==> src/rtl/slcd_pkg.sv <==
`timescale 1ns / 1ps

package slcd_pkg;

    localparam int HDR_LEN    = 7;
    localparam int HDR_IDX_W  = 3;
    localparam int COUNTER_WIDTH_DEF = 32;
    localparam int CFG_IDX_W  = 2;
    localparam int CFG_DATA_W = 16;

    localparam logic [CFG_IDX_W-1:0] CFG_SYNC_FIRST     = 2'd0;
    localparam logic [CFG_IDX_W-1:0] CFG_SYNC_SECOND    = 2'd1;
    localparam logic [CFG_IDX_W-1:0] CFG_MAX_PAYLOAD    = 2'd2;
    localparam logic [CFG_IDX_W-1:0] CFG_HANDSHAKE_TYPE = 2'd3;

    localparam logic [7:0]  SYNC_FIRST_RST     = 8'hAA;
    localparam logic [7:0]  SYNC_SECOND_RST    = 8'h55;
    localparam logic [15:0] MAX_PAYLOAD_RST    = 16'd1014;
    localparam logic [7:0]  HANDSHAKE_TYPE_RST = 8'h00;

    localparam logic KIND_PAYLOAD = 1'b0;
    localparam logic KIND_SUMMARY = 1'b1;

    typedef enum logic [2:0] {
        ST_HUNT,
        ST_SYNC2,
        ST_HEADER,
        ST_PAYLOAD,
        ST_CHECK
    } parse_state_t;

    typedef struct packed {
        logic                 sel_rescan;
        logic [HDR_IDX_W-1:0] rescan_idx;
        logic                 hdr_start;
        logic                 hdr_write;
        logic                 load_len;
        logic                 payload_step;
        logic                 check_step;
    } dp_cmd_t;

    typedef struct packed {
        logic is_sync1;
        logic is_sync2;
        logic hdr_last;
        logic len_too_big;
        logic len_zero;
        logic rem_last;
        logic out_busy;
    } dp_status_t;

endpackage

==> src/rtl/sync_length_checksum_deframer_unit.sv <==
`timescale 1ns / 1ps
// A payload byte or frame summary is registered and appears in the cycle after its input byte is taken.
// Throughput: one byte per cycle while the output register is free.
// An oversized length field stalls input while the stored header is rescanned.
// Reset (rst_n, asynchronous, active low) restores the default configuration,
// returns the parser to sync hunting and clears all counters; no clearing pass.
module sync_length_checksum_deframer_unit #(
    parameter int COUNTER_WIDTH = slcd_pkg::COUNTER_WIDTH_DEF
) (
    input  logic                             clk,
    input  logic                             rst_n,
    input  logic                             cfg_we,
    input  logic [slcd_pkg::CFG_IDX_W-1:0]   cfg_index,
    input  logic [slcd_pkg::CFG_DATA_W-1:0]  cfg_data,
    input  logic                             in_valid,
    output logic                             in_ready,
    input  logic [7:0]                       rx_byte,
    output logic                             out_valid,
    input  logic                             out_ready,
    output logic                             kind,
    output logic [7:0]                       payload_byte,
    output logic [7:0]                       frame_type,
    output logic [7:0]                       frame_seq,
    output logic [15:0]                      slice_number,
    output logic [7:0]                       status_byte,
    output logic [15:0]                      payload_length,
    output logic                             sum_match,
    output logic                             seq_accept,
    output logic [31:0]                      frame_count,
    output logic [31:0]                      checksum_error_count,
    output logic [31:0]                      sequence_error_count
);

    slcd_pkg::dp_cmd_t    cmd;
    slcd_pkg::dp_status_t status;

    slcd_ctrl u_ctrl (
        .clk      (clk),
        .rst_n    (rst_n),
        .in_valid (in_valid),
        .in_ready (in_ready),
        .status   (status),
        .cmd      (cmd)
    );

    slcd_datapath #(
        .COUNTER_WIDTH (COUNTER_WIDTH)
    ) u_dp (
        .clk                  (clk),
        .rst_n                (rst_n),
        .cfg_we               (cfg_we),
        .cfg_index            (cfg_index),
        .cfg_data             (cfg_data),
        .rx_byte              (rx_byte),
        .out_ready            (out_ready),
        .cmd                  (cmd),
        .status               (status),
        .out_valid            (out_valid),
        .kind                 (kind),
        .payload_byte         (payload_byte),
        .frame_type           (frame_type),
        .frame_seq            (frame_seq),
        .slice_number         (slice_number),
        .status_byte          (status_byte),
        .payload_length       (payload_length),
        .sum_match            (sum_match),
        .seq_accept           (seq_accept),
        .frame_count          (frame_count),
        .checksum_error_count (checksum_error_count),
        .sequence_error_count (sequence_error_count)
    );

endmodule

==> src/rtl/slcd_ctrl.sv <==
`timescale 1ns / 1ps

module slcd_ctrl (
    input  logic                 clk,
    input  logic                 rst_n,
    input  logic                 in_valid,
    output logic                 in_ready,
    input  slcd_pkg::dp_status_t status,
    output slcd_pkg::dp_cmd_t    cmd
);

    slcd_pkg::parse_state_t state_reg, state_next;
    logic                            rescan_reg, rescan_next;
    logic [slcd_pkg::HDR_IDX_W-1:0]  idx_reg, idx_next;
    logic                            accept;
    logic                            scan_valid;

    assign in_ready   = !rescan_reg && !status.out_busy;
    assign accept     = in_valid && in_ready;
    assign scan_valid = accept || rescan_reg;

    always_ff @(posedge clk or negedge rst_n)
    begin
        if (!rst_n)
        begin
            state_reg  <= slcd_pkg::ST_HUNT;
            rescan_reg <= 1'b0;
            idx_reg    <= '0;
        end
        else
        begin
            state_reg  <= state_next;
            rescan_reg <= rescan_next;
            idx_reg    <= idx_next;
        end
    end

    always_comb
    begin
        state_next = state_reg;
        idx_next   = idx_reg;
        // The rescan walks the stored header bytes once, then input resumes.
        rescan_next = rescan_reg &&
                      (idx_reg != slcd_pkg::HDR_IDX_W'(slcd_pkg::HDR_LEN - 1));
        if (rescan_reg)
        begin
            idx_next = idx_reg + 1'b1;
        end

        cmd              = '0;
        cmd.sel_rescan   = rescan_reg;
        cmd.rescan_idx   = idx_reg;

        unique case (state_reg)
            slcd_pkg::ST_HUNT:
            begin
                if (scan_valid && status.is_sync1)
                begin
                    state_next = slcd_pkg::ST_SYNC2;
                end
            end
            slcd_pkg::ST_SYNC2:
            begin
                if (scan_valid)
                begin
                    if (status.is_sync2)
                    begin
                        state_next    = slcd_pkg::ST_HEADER;
                        cmd.hdr_start = 1'b1;
                    end
                    else if (!status.is_sync1)
                    begin
                        state_next = slcd_pkg::ST_HUNT;
                    end
                end
            end
            slcd_pkg::ST_HEADER:
            begin
                if (scan_valid)
                begin
                    cmd.hdr_write = 1'b1;
                    if (status.hdr_last)
                    begin
                        if (status.len_too_big)
                        begin
                            // Drop the sync pair and look again inside the header.
                            state_next  = slcd_pkg::ST_HUNT;
                            rescan_next = 1'b1;
                            idx_next    = '0;
                        end
                        else
                        begin
                            cmd.load_len = 1'b1;
                            state_next   = status.len_zero ? slcd_pkg::ST_CHECK
                                                           : slcd_pkg::ST_PAYLOAD;
                        end
                    end
                end
            end
            slcd_pkg::ST_PAYLOAD:
            begin
                if (accept)
                begin
                    cmd.payload_step = 1'b1;
                    if (status.rem_last)
                    begin
                        state_next = slcd_pkg::ST_CHECK;
                    end
                end
            end
            slcd_pkg::ST_CHECK:
            begin
                if (accept)
                begin
                    cmd.check_step = 1'b1;
                    state_next     = slcd_pkg::ST_HUNT;
                end
            end
            default:
            begin
                state_next = slcd_pkg::ST_HUNT;
            end
        endcase
    end

endmodule

==> src/rtl/slcd_datapath.sv <==
`timescale 1ns / 1ps

module slcd_datapath #(
    parameter int COUNTER_WIDTH = slcd_pkg::COUNTER_WIDTH_DEF
) (
    input  logic                             clk,
    input  logic                             rst_n,
    input  logic                             cfg_we,
    input  logic [slcd_pkg::CFG_IDX_W-1:0]   cfg_index,
    input  logic [slcd_pkg::CFG_DATA_W-1:0]  cfg_data,
    input  logic [7:0]                       rx_byte,
    input  logic                             out_ready,
    input  slcd_pkg::dp_cmd_t                cmd,
    output slcd_pkg::dp_status_t             status,
    output logic                             out_valid,
    output logic                             kind,
    output logic [7:0]                       payload_byte,
    output logic [7:0]                       frame_type,
    output logic [7:0]                       frame_seq,
    output logic [15:0]                      slice_number,
    output logic [7:0]                       status_byte,
    output logic [15:0]                      payload_length,
    output logic                             sum_match,
    output logic                             seq_accept,
    output logic [31:0]                      frame_count,
    output logic [31:0]                      checksum_error_count,
    output logic [31:0]                      sequence_error_count
);

    logic [7:0]  sync1_reg;
    logic [7:0]  sync2_reg;
    logic [15:0] max_len_reg;
    logic [7:0]  hs_type_reg;

    logic [7:0]                      hdr_store_reg [slcd_pkg::HDR_LEN];
    logic [slcd_pkg::HDR_IDX_W-1:0]  fill_reg;
    logic [15:0]                     remain_reg;
    logic [7:0]                      sum_reg;
    logic [7:0]                      prev_seq_reg;
    logic                            have_prev_reg;
    logic [COUNTER_WIDTH-1:0]        frames_reg;
    logic [COUNTER_WIDTH-1:0]        ck_err_reg;
    logic [COUNTER_WIDTH-1:0]        sq_err_reg;

    logic       out_valid_reg;
    logic       kind_reg;
    logic [7:0] pbyte_reg;
    logic       ck_ok_reg;
    logic       sq_ok_reg;

    logic [7:0]  scan_byte;
    logic [15:0] len_now;
    logic        ck_ok;
    logic        type_match;
    logic        seq_next_ok;
    logic        sq_ok;

    assign scan_byte = cmd.sel_rescan ? hdr_store_reg[cmd.rescan_idx] : rx_byte;
    assign len_now   = {scan_byte, hdr_store_reg[5]};

    assign status.is_sync1    = (scan_byte == sync1_reg);
    assign status.is_sync2    = (scan_byte == sync2_reg);
    assign status.hdr_last    = (fill_reg == slcd_pkg::HDR_IDX_W'(slcd_pkg::HDR_LEN - 1));
    assign status.len_too_big = (len_now > max_len_reg);
    assign status.len_zero    = (len_now == 16'd0);
    assign status.rem_last    = (remain_reg == 16'd1);
    assign status.out_busy    = out_valid_reg && !out_ready;

    assign ck_ok       = (scan_byte == sum_reg);
    assign type_match  = (hdr_store_reg[0] == hs_type_reg);
    assign seq_next_ok = (hdr_store_reg[1] == prev_seq_reg + 8'd1);
    assign sq_ok       = ck_ok && (type_match || !have_prev_reg || seq_next_ok);

    always_ff @(posedge clk or negedge rst_n)
    begin
        if (!rst_n)
        begin
            sync1_reg   <= slcd_pkg::SYNC_FIRST_RST;
            sync2_reg   <= slcd_pkg::SYNC_SECOND_RST;
            max_len_reg <= slcd_pkg::MAX_PAYLOAD_RST;
            hs_type_reg <= slcd_pkg::HANDSHAKE_TYPE_RST;
        end
        else if (cfg_we)
        begin
            unique case (cfg_index)
                slcd_pkg::CFG_SYNC_FIRST:     sync1_reg   <= cfg_data[7:0];
                slcd_pkg::CFG_SYNC_SECOND:    sync2_reg   <= cfg_data[7:0];
                slcd_pkg::CFG_MAX_PAYLOAD:    max_len_reg <= cfg_data;
                slcd_pkg::CFG_HANDSHAKE_TYPE: hs_type_reg <= cfg_data[7:0];
                default:                      sync1_reg   <= sync1_reg;
            endcase
        end
    end

    // Rescan writes only land below the read index, so no copy is needed.
    always_ff @(posedge clk)
    begin
        if (cmd.hdr_write)
        begin
            hdr_store_reg[fill_reg] <= scan_byte;
        end
    end

    always_ff @(posedge clk or negedge rst_n)
    begin
        if (!rst_n)
        begin
            fill_reg      <= '0;
            remain_reg    <= '0;
            sum_reg       <= '0;
            prev_seq_reg  <= '0;
            have_prev_reg <= 1'b0;
            frames_reg    <= '0;
            ck_err_reg    <= '0;
            sq_err_reg    <= '0;
            out_valid_reg <= 1'b0;
        end
        else
        begin
            if (cmd.hdr_start)
            begin
                fill_reg <= '0;
                sum_reg  <= '0;
            end
            else if (cmd.hdr_write)
            begin
                fill_reg <= status.hdr_last ? '0 : fill_reg + 1'b1;
                sum_reg  <= sum_reg + scan_byte;
            end
            else if (cmd.payload_step)
            begin
                sum_reg <= sum_reg + scan_byte;
            end

            if (cmd.load_len)
            begin
                remain_reg <= len_now;
            end
            else if (cmd.payload_step)
            begin
                remain_reg <= remain_reg - 16'd1;
            end

            if (cmd.check_step)
            begin
                frames_reg <= frames_reg + COUNTER_WIDTH'(1);
                if (!ck_ok)
                begin
                    ck_err_reg <= ck_err_reg + COUNTER_WIDTH'(1);
                end
                else if (!type_match)
                begin
                    prev_seq_reg  <= hdr_store_reg[1];
                    have_prev_reg <= 1'b1;
                    if (have_prev_reg && !seq_next_ok)
                    begin
                        sq_err_reg <= sq_err_reg + COUNTER_WIDTH'(1);
                    end
                end
            end

            if (cmd.payload_step || cmd.check_step)
            begin
                out_valid_reg <= 1'b1;
            end
            else if (out_ready)
            begin
                out_valid_reg <= 1'b0;
            end
        end
    end

    always_ff @(posedge clk)
    begin
        if (cmd.payload_step)
        begin
            kind_reg  <= slcd_pkg::KIND_PAYLOAD;
            pbyte_reg <= scan_byte;
            ck_ok_reg <= 1'b0;
            sq_ok_reg <= 1'b0;
        end
        else if (cmd.check_step)
        begin
            kind_reg  <= slcd_pkg::KIND_SUMMARY;
            pbyte_reg <= 8'd0;
            ck_ok_reg <= ck_ok;
            sq_ok_reg <= sq_ok;
        end
    end

    // Header and counters cannot change while a request waits at the output,
    // because no new byte is taken until it is gone.
    assign out_valid            = out_valid_reg;
    assign kind                 = kind_reg;
    assign payload_byte         = pbyte_reg;
    assign sum_match            = ck_ok_reg;
    assign seq_accept           = sq_ok_reg;
    assign frame_type           = hdr_store_reg[0];
    assign frame_seq            = hdr_store_reg[1];
    assign slice_number         = {hdr_store_reg[3], hdr_store_reg[2]};
    assign status_byte          = hdr_store_reg[4];
    assign payload_length       = {hdr_store_reg[6], hdr_store_reg[5]};
    assign frame_count          = 32'(frames_reg);
    assign checksum_error_count = 32'(ck_err_reg);
    assign sequence_error_count = 32'(sq_err_reg);

endmodule

==> config.mk <==
export PLATFORM = sky130hd
export DESIGN_NAME = sync_length_checksum_deframer_unit
export DESIGN_NICKNAME = d
export VERILOG_FILES = /design/src/rtl/slcd_pkg.sv /design/src/rtl/sync_length_checksum_deframer_unit.sv /design/src/rtl/slcd_ctrl.sv /design/src/rtl/slcd_datapath.sv
export SDC_FILE = /design/constraint.sdc
export NUM_CORES = 1
export LEC_CHECK = 0
export CORE_ASPECT_RATIO = 1.25
export CORE_MARGIN = 4
export CORE_UTILIZATION = 60
export CTS_CLUSTER_SIZE = 16
export DETAILED_ROUTE_END_ITERATION = 16
export DONT_BUFFER_PORTS = 1
export PLACE_DENSITY_LB_ADDON = 0.2
export SLEW_MARGIN = 30
export SYNTH_ARGS = -nofsm -noshare
export SYNTH_HDL_FRONTEND = slang
export SYNTH_SLANG_ARGS = --single-unit
==> constraint.sdc <==
create_clock -name clk -period 7.65 [get_ports clk]
set_input_delay 1.53 -clock clk [delete_from_list [all_inputs] [get_ports clk]]
set_output_delay 1.53 -clock clk [all_outputs]
set_load 0.05 [all_outputs]
==> results of run 1 <==
## layout by cell type (no fill, tap or decap), types with 5 or more instances in the layout
master and instances:
mux2i_1 20, edfxtp_1 72, and3_1 24, nand2_1 93
nand3_1 56, clkbuf_8 10, dfstp_2 16, nor2b_1 9
a21o_1 10, ha_1 31, xnor2_1 101, a211oi_1 7
inv_1 36, o21ai_0 22, xor2_1 56, a31oi_1 7
buf_4 8, nor4_1 14, mux4_2 5, clkbuf_16 29
nand4_1 27, nor3_1 26, or3_1 10, mux2_2 49
a21oi_1 15, nand3b_1 6, or4_1 5, nand2b_1 7
and2_1 8, dfrtp_1 163, and4_1 6, nor2_1 65
a22oi_1 7
## cells by family (layout without fill, tap and decap cells)
logic type	after synthesis	count (layout)	synth area share
xor+xnor	157	157	0.110
mux	77	77	0.0758
fa+ha+maj	32	32	0.0328
flops	255	255	0.542
simple gates	376	376	0.156
buf+inv	73	93	0.0282
compound gates	97	97	0.0552
## Yosys cell counts (3+ instances only)
master,n,area share
nor2_2,3,0.0015
a22oi_1,7,0.0042
a31oi_1,7,0.0035
inv_1,36,0.011
a211oi_1,7,0.0042
nor4_1,14,0.0070
a21o_1,10,0.0060
ha_1,31,0.031
buf_4,11,0.0066
a31o_2,3,0.0021
nand3_1,56,0.023
nor2b_1,10,0.0050
nor2_1,66,0.020
mux4_1,3,0.0063
o211ai_1,4,0.0024
nand4_1,27,0.014
and2_1,8,0.0040
o21ai_0,22,0.0088
mux4_2,5,0.0090
nand2_1,93,0.028
nand3b_1,6,0.0036
dfrtp_1,164,0.33
and3_1,24,0.012
a221o_1,4,0.0032
buf_1,3,0.00090
nand2b_1,7,0.0035
edfxtp_1,72,0.17
and4_1,6,0.0042
xnor2_1,101,0.071
or3_1,10,0.0050
clkbuf_1,15,0.0045
mux2_2,49,0.044
or4_1,5,0.0030
nor3_1,26,0.010
mux2i_1,20,0.016
buf_2,4,0.0016
dfstp_2,16,0.034
dfxtp_1,3,0.0048
xor2_1,56,0.039
a21oi_1,15,0.0060
## final cells by class
cell class	instances	area share
inverters	37	0.0102
clock buffers	42	0.0644
well taps	270	0.0249
clock inverters	6	0.00451
repair buffers	8	0.00442
flip-flops and latches	255	0.497
multi-input cells	739	0.395
## through the flow
stage          std cells  power (mW)
2_1_floorplan       1067        2.72
3_3_place_gp        1309        2.97
3_5_place_dp        1309        3.00
4_1_cts             1357        4.34
5_1_grt             1357        4.53
6_report            1357        4.33
## power by group
part           switching [mW]  leakage, nW  internal (mW)  total (mW)
Combinational           0.568         2.35          0.428       0.996
Clock                   0.525        0.463          0.816        1.34
Sequential              0.368         3.00           1.62        1.99
## metal layers
layer  up-vias  wire (microns)
met5         -               0
met3        86            2490
met1      4138           11300
li1       3791               -
met2       340           14900
met4         0            1480
## final timing paths
check	from	endpoint	slack (ns)	depth (start not counted)
max in group asynchronous	rst_n	u_dp.sync2_reg[0]	6.57	0
max	u_dp.hdr_store_reg[5][5]	u_dp.sequence_error_count[15]	2.32	11
min reg2reg	u_dp.have_prev_reg	u_dp.have_prev_reg	0.50	1
min	u_dp.have_prev_reg	u_dp.have_prev_reg	0.50	1
max reg2reg	u_dp.hdr_store_reg[5][5]	u_dp.sequence_error_count[15]	2.32	11
min in group asynchronous	rst_n	u_dp.sequence_error_count[2]	0.70	0
==> results.py, run 1 <==
metrics = {
    "run_status": {
        "status": "finished, final reports clean",
    },
    "synth": {
        "ys_warn_count": 0,
        "async_flop_share": 0.706,
        "syn_area_per_cell_sq_um": 11.7,
        "syn_nets": 1130,
        "syn_area_sq_um": 12500,
        "synthDistinctLibCells": 74,
        "synth-edff-count": 72,
        "synth_flop_cell": "dfrtp_1",
        "synthCells": 1067,
        "ys_seq_area_frac": 0.542,
        "ys_ff_latch": 255,
    },
    "clock_tree": {
        "postCtsHoldBufs": 0,
        "clock-sinks": 255,
        "cts_tree": "done",
        "htreeDepth": 1,
        "cts-root-buf": "clkbuf_16",
        "clockBufferDepth": 3,
        "ctsResizeCount": 0,
        "clkSlewWorstSetupHoldPaths_ns": 0.06,
        "cts_buffers": 26,
        "postCtsSetupRepairBufs": 0,
        "insertion_delay_ns": 0.53,
    },
    "layout": {
        "drive_above_1_share": 0.133,
        "final_core_utilization": 0.671,
        "final_area_sq_um": 13600,
        "fill_cells": 1508,
        "num_antenna_cells": 0,
        "final_net_count": 1130,
        "syn2layout_area_growth_pct": 9.09,
        "multi_input_area_sq_um": 5360,
        "register_area_sq_um": 6750,
        "largest_reg_flops": 64,
    },
    "die": {
        "initial_core_util": 0.615,
        "die_h_microns": 169,
        "fp.dieArea_sq_um": 23100,
        "core-area_sq_um": 20200,
        "boundaryPins": 196,
        "die_w_microns": 137,
        "rows": 58,
    },
    "sta": {
        "finalCritPeriodShare": 0.697,
        "relSlewSlack": 0.403,
        "rsz0062_at_grt": "no",
        "finalMaxSlewViolations": 0,
        "final.setup.tns_ns": 0,
        "fin_ws_ns": 2.32,
        "setup_viol_count_final": 0,
        "worst_pin_slew_ns": 0.893,
        "finalHoldViolCount": 0,
        "timing.fmax_mhz": 187,
        "period_minus_slack_ns": 5.33,
        "holdWs_ns": 0.502,
        "fin_skew_ns": 0.00938,
    },
    "grt": {
        "grt_pass1_wl_microns": 46600,
        "track_usage": 0.259,
        "met2_usage": 0.439,
        "antenna_found_initial": 1,
        "grt_most_used_layer": "met2",
        "grtUsageMet1": 0.321,
        "grt_pass1_vias": 8281,
        "grt_overflow": 0,
        "use_met3": 0.0532,
        "grt_max_degree": 181,
    },
    "routing": {
        "drc": 0,
        "avgRoutedWirePerCell_microns": 22.2,
        "dr.pass1.iters": 5,
        "vias": 8355,
        "drt_wl_total_microns": 30100,
        "viasPerCell": 6.16,
        "drt_iter0_drc": 525,
        "ant_nets": 0,
    },
    "worst_setup_path": {
        "critPathMaxStageDelay_ns": 0.75,
        "path_class": "flip-flop to flip-flop",
        "cp_slowest_cell": "edfxtp_1",
        "cpLargestDelayFamily": "simple AND/OR/NAND/NOR gates",
        "cp.required_ns": 8.04,
        "path_cells": "mux4_2, mux2i_1, a21o_1, inv_1, ha_1, or4_1, or2_0, or3_1, nor3b_2, nand4_1, xnor2_1",
        "path_max_fanout": 11,
        "cp.arrival_ns": 5.72,
        "worstSetupStartpointType": "flip-flop",
        "crit_buf_inv": 1,
        "crit_path_end_kind": "flip-flop",
    },
    "placed_design": {
        "placed_area_sq_um": 12600,
        "pre_cts_ws_ns": 2.36,
        "portBuffers": 0,
        "gp_congestion": 0.906,
        "hpwl_microns": 21900,
    },
    "worst_hold_path": {
        "hold_class": "flip-flop to flip-flop",
    },
    "flow_run": {
        "cap_violations": 0,
    },
    "power_and_ir_drop": {
        "leakage_nw": 5.81,
        "p_per_area_nw_per_um2": 319,
        "max-vdd-ir-drop_mv": 0.231,
    },
}
(Power assumes the default switching activity.)
==> run 2: changes to the inputs <==
CORE_UTILIZATION = 58   (was 60)
clock period = 4.4 ns   (was 7.65 ns; I/O delays follow)
==> results.py, run 2 (synthesis gave the netlist of run 1 again) <==
metrics = {
    "run_status": {
        "status": "finished, final reports clean",
    },
    "routing": {
        "drc": 0,
        "drt_wl_total_microns": 31100,
        "vias": 8606,
        "ant_nets": 0,
        "wl_met2_microns": 15500,
        "dr_wl_met3_microns": 2050,
        "drt_iter0_drc": 454,
        "wl_met1_microns": 11700,
        "viasPerCell": 5.95,
        "avgRoutedWirePerCell_microns": 21.5,
        "dr.pass1.iters": 5,
        "dr.max_layer_used": "met4",
    },
    "grt": {
        "grt_max_degree": 181,
        "grt_pass1_wl_microns": 49100,
        "grt_pass1_vias": 8876,
        "grt_overflow": 0,
        "antenna_found_initial": 0,
        "track_usage": 0.259,
    },
    "layout": {
        "final_common_cell": "dfrtp_1",
        "most-common-layout-cells": "163 x dfrtp_1, 101 x xnor2_1, 93 x nand2_1",
        "num_antenna_cells": 0,
        "final_core_utilization": 0.681,
        "drive_above_1_share": 0.198,
        "syn2layout_area_growth_pct": 14.7,
        "final_net_count": 1216,
        "largest_reg_flops": 64,
    },
    "clock_tree": {
        "cts_buffers": 27,
        "ctsResizeCount": 1,
        "clockBufferDepth": 3,
        "clock-sinks": 255,
        "htreeDepth": 1,
        "cts_tree": "done",
        "clkSlewWorstSetupHoldPaths_ns": 0.06,
        "cts-root-buf": "clkbuf_16",
        "postCtsHoldBufs": 0,
        "insertion_delay_ns": 0.53,
        "postCtsSetupRepairBufs": 0,
    },
    "placed_design": {
        "gp_congestion": 0.912,
        "portBuffers": 0,
        "hpwl_microns": 22700,
    },
    "sta": {
        "worst_pin_slew_ns": 0.925,
        "timing.fmax_mhz": 241,
        "rsz0062_at_grt": "no",
        "relSlewSlack": 0.381,
        "finalCritPeriodShare": 0.942,
        "finalHoldViolCount": 0,
        "finalMaxSlewViolations": 0,
        "setup_viol_count_final": 0,
        "fin_skew_ns": 0.0175,
        "period_minus_slack_ns": 4.14,
        "final.setup.tns_ns": 0,
    },
    "die": {
        "die_w_microns": 139,
        "rows": 59,
        "initial_core_util": 0.594,
        "boundaryPins": 196,
        "fp.dieArea_sq_um": 23900,
        "die_h_microns": 172,
        "core-area_sq_um": 21000,
    },
    "worst_setup_path": {
        "cp.arrival_ns": 4.56,
        "cp.required_ns": 4.81,
        "path_class": "flip-flop to flip-flop",
        "crit_path_end_kind": "flip-flop",
        "path_max_fanout": 9,
        "worstSetupStartpointType": "flip-flop",
    },
    "power_and_ir_drop": {
        "max-vdd-ir-drop_mv": 0.391,
        "power.total_mw": 7.79,
        "leakage_nw": 6.23,
        "p_per_area_nw_per_um2": 545,
    },
    "worst_hold_path": {
        "hold_class": "input port to asynchronous set/reset pin",
    },
    "flow_run": {
        "cap_violations": 0,
    },
}
==> run 2: layout make-up <==
cell class / instances / area [sq um]
inverter: 37 / 139
timing repair buffer: 93 / 736
clock inverter: 20 / 264
clock buffer: 29 / 683
tap: 274 / 343
fill: 1588 / 6680
multi-input combinational: 739 / 5370
sequential: 255 / 6750
==> run 2: final timing paths <==
kind / from / endpoint / slack [ns] / cells past startpoint
setup / recovery: u_ctrl.idx_reg[2] / u_ctrl.state_reg[2] / 0.26 / 16
hold / removal: rst_n / u_dp.sequence_error_count[8] / 0.05 / 0
setup reg to reg: u_ctrl.idx_reg[2] / u_ctrl.state_reg[2] / 0.26 / 16
hold reg to reg: u_dp.have_prev_reg / u_dp.have_prev_reg / 0.49 / 1
max in group asynchronous: rst_n / u_dp.max_len_reg[1] / 4.03 / 0
min in group clk: u_dp.have_prev_reg / u_dp.have_prev_reg / 0.49 / 1
==> run 2: stage by stage <==
step	setup WS [ns]	cells	hold slack [ns]	area [sq um]
2_1_floorplan	0.292	1067	0.460	12500
3_3_place_gp	0.0298	1398	0.475	13300
3_5_place_dp	0.0624	1398	0.475	13300
4_1_cts	0.0101	1447	0.0343	14300
5_1_grt	0.0486	1447	0.0363	14300
6_report	0.257	1447	0.0523	14300
==> run 2: report_power, final <==
group	internal [mW]	total, mW	switching, mW
clock network	1.48	2.41	0.931
logic	0.909	2.13	1.22
registers	2.82	3.25	0.428
==> run 2: worst max-delay path, stage by stage, from the launching register on <==
cell	delay, ns
dfrtp_1	0.54
buf_4	0.22
nor2b_1	0.27
a22oi_1	0.21
a31oi_1	0.25
inv_1	0.13
buf_4	0.18
ha_1	0.29
nand4_1	0.06
or3_1	0.42
o21bai_1	0.18
a221o_1	0.25
a21oi_1	0.35
buf_4	0.19
nor2_1	0.03
a22o_1	0.21
a32o_1	0.26
==> run 2: layer usage <==
layer  track usage  up-vias
li1              -     3978
met1         0.298     4233
met2         0.452      296
met3        0.0603       99
met4         0.137        0
met5             0        -
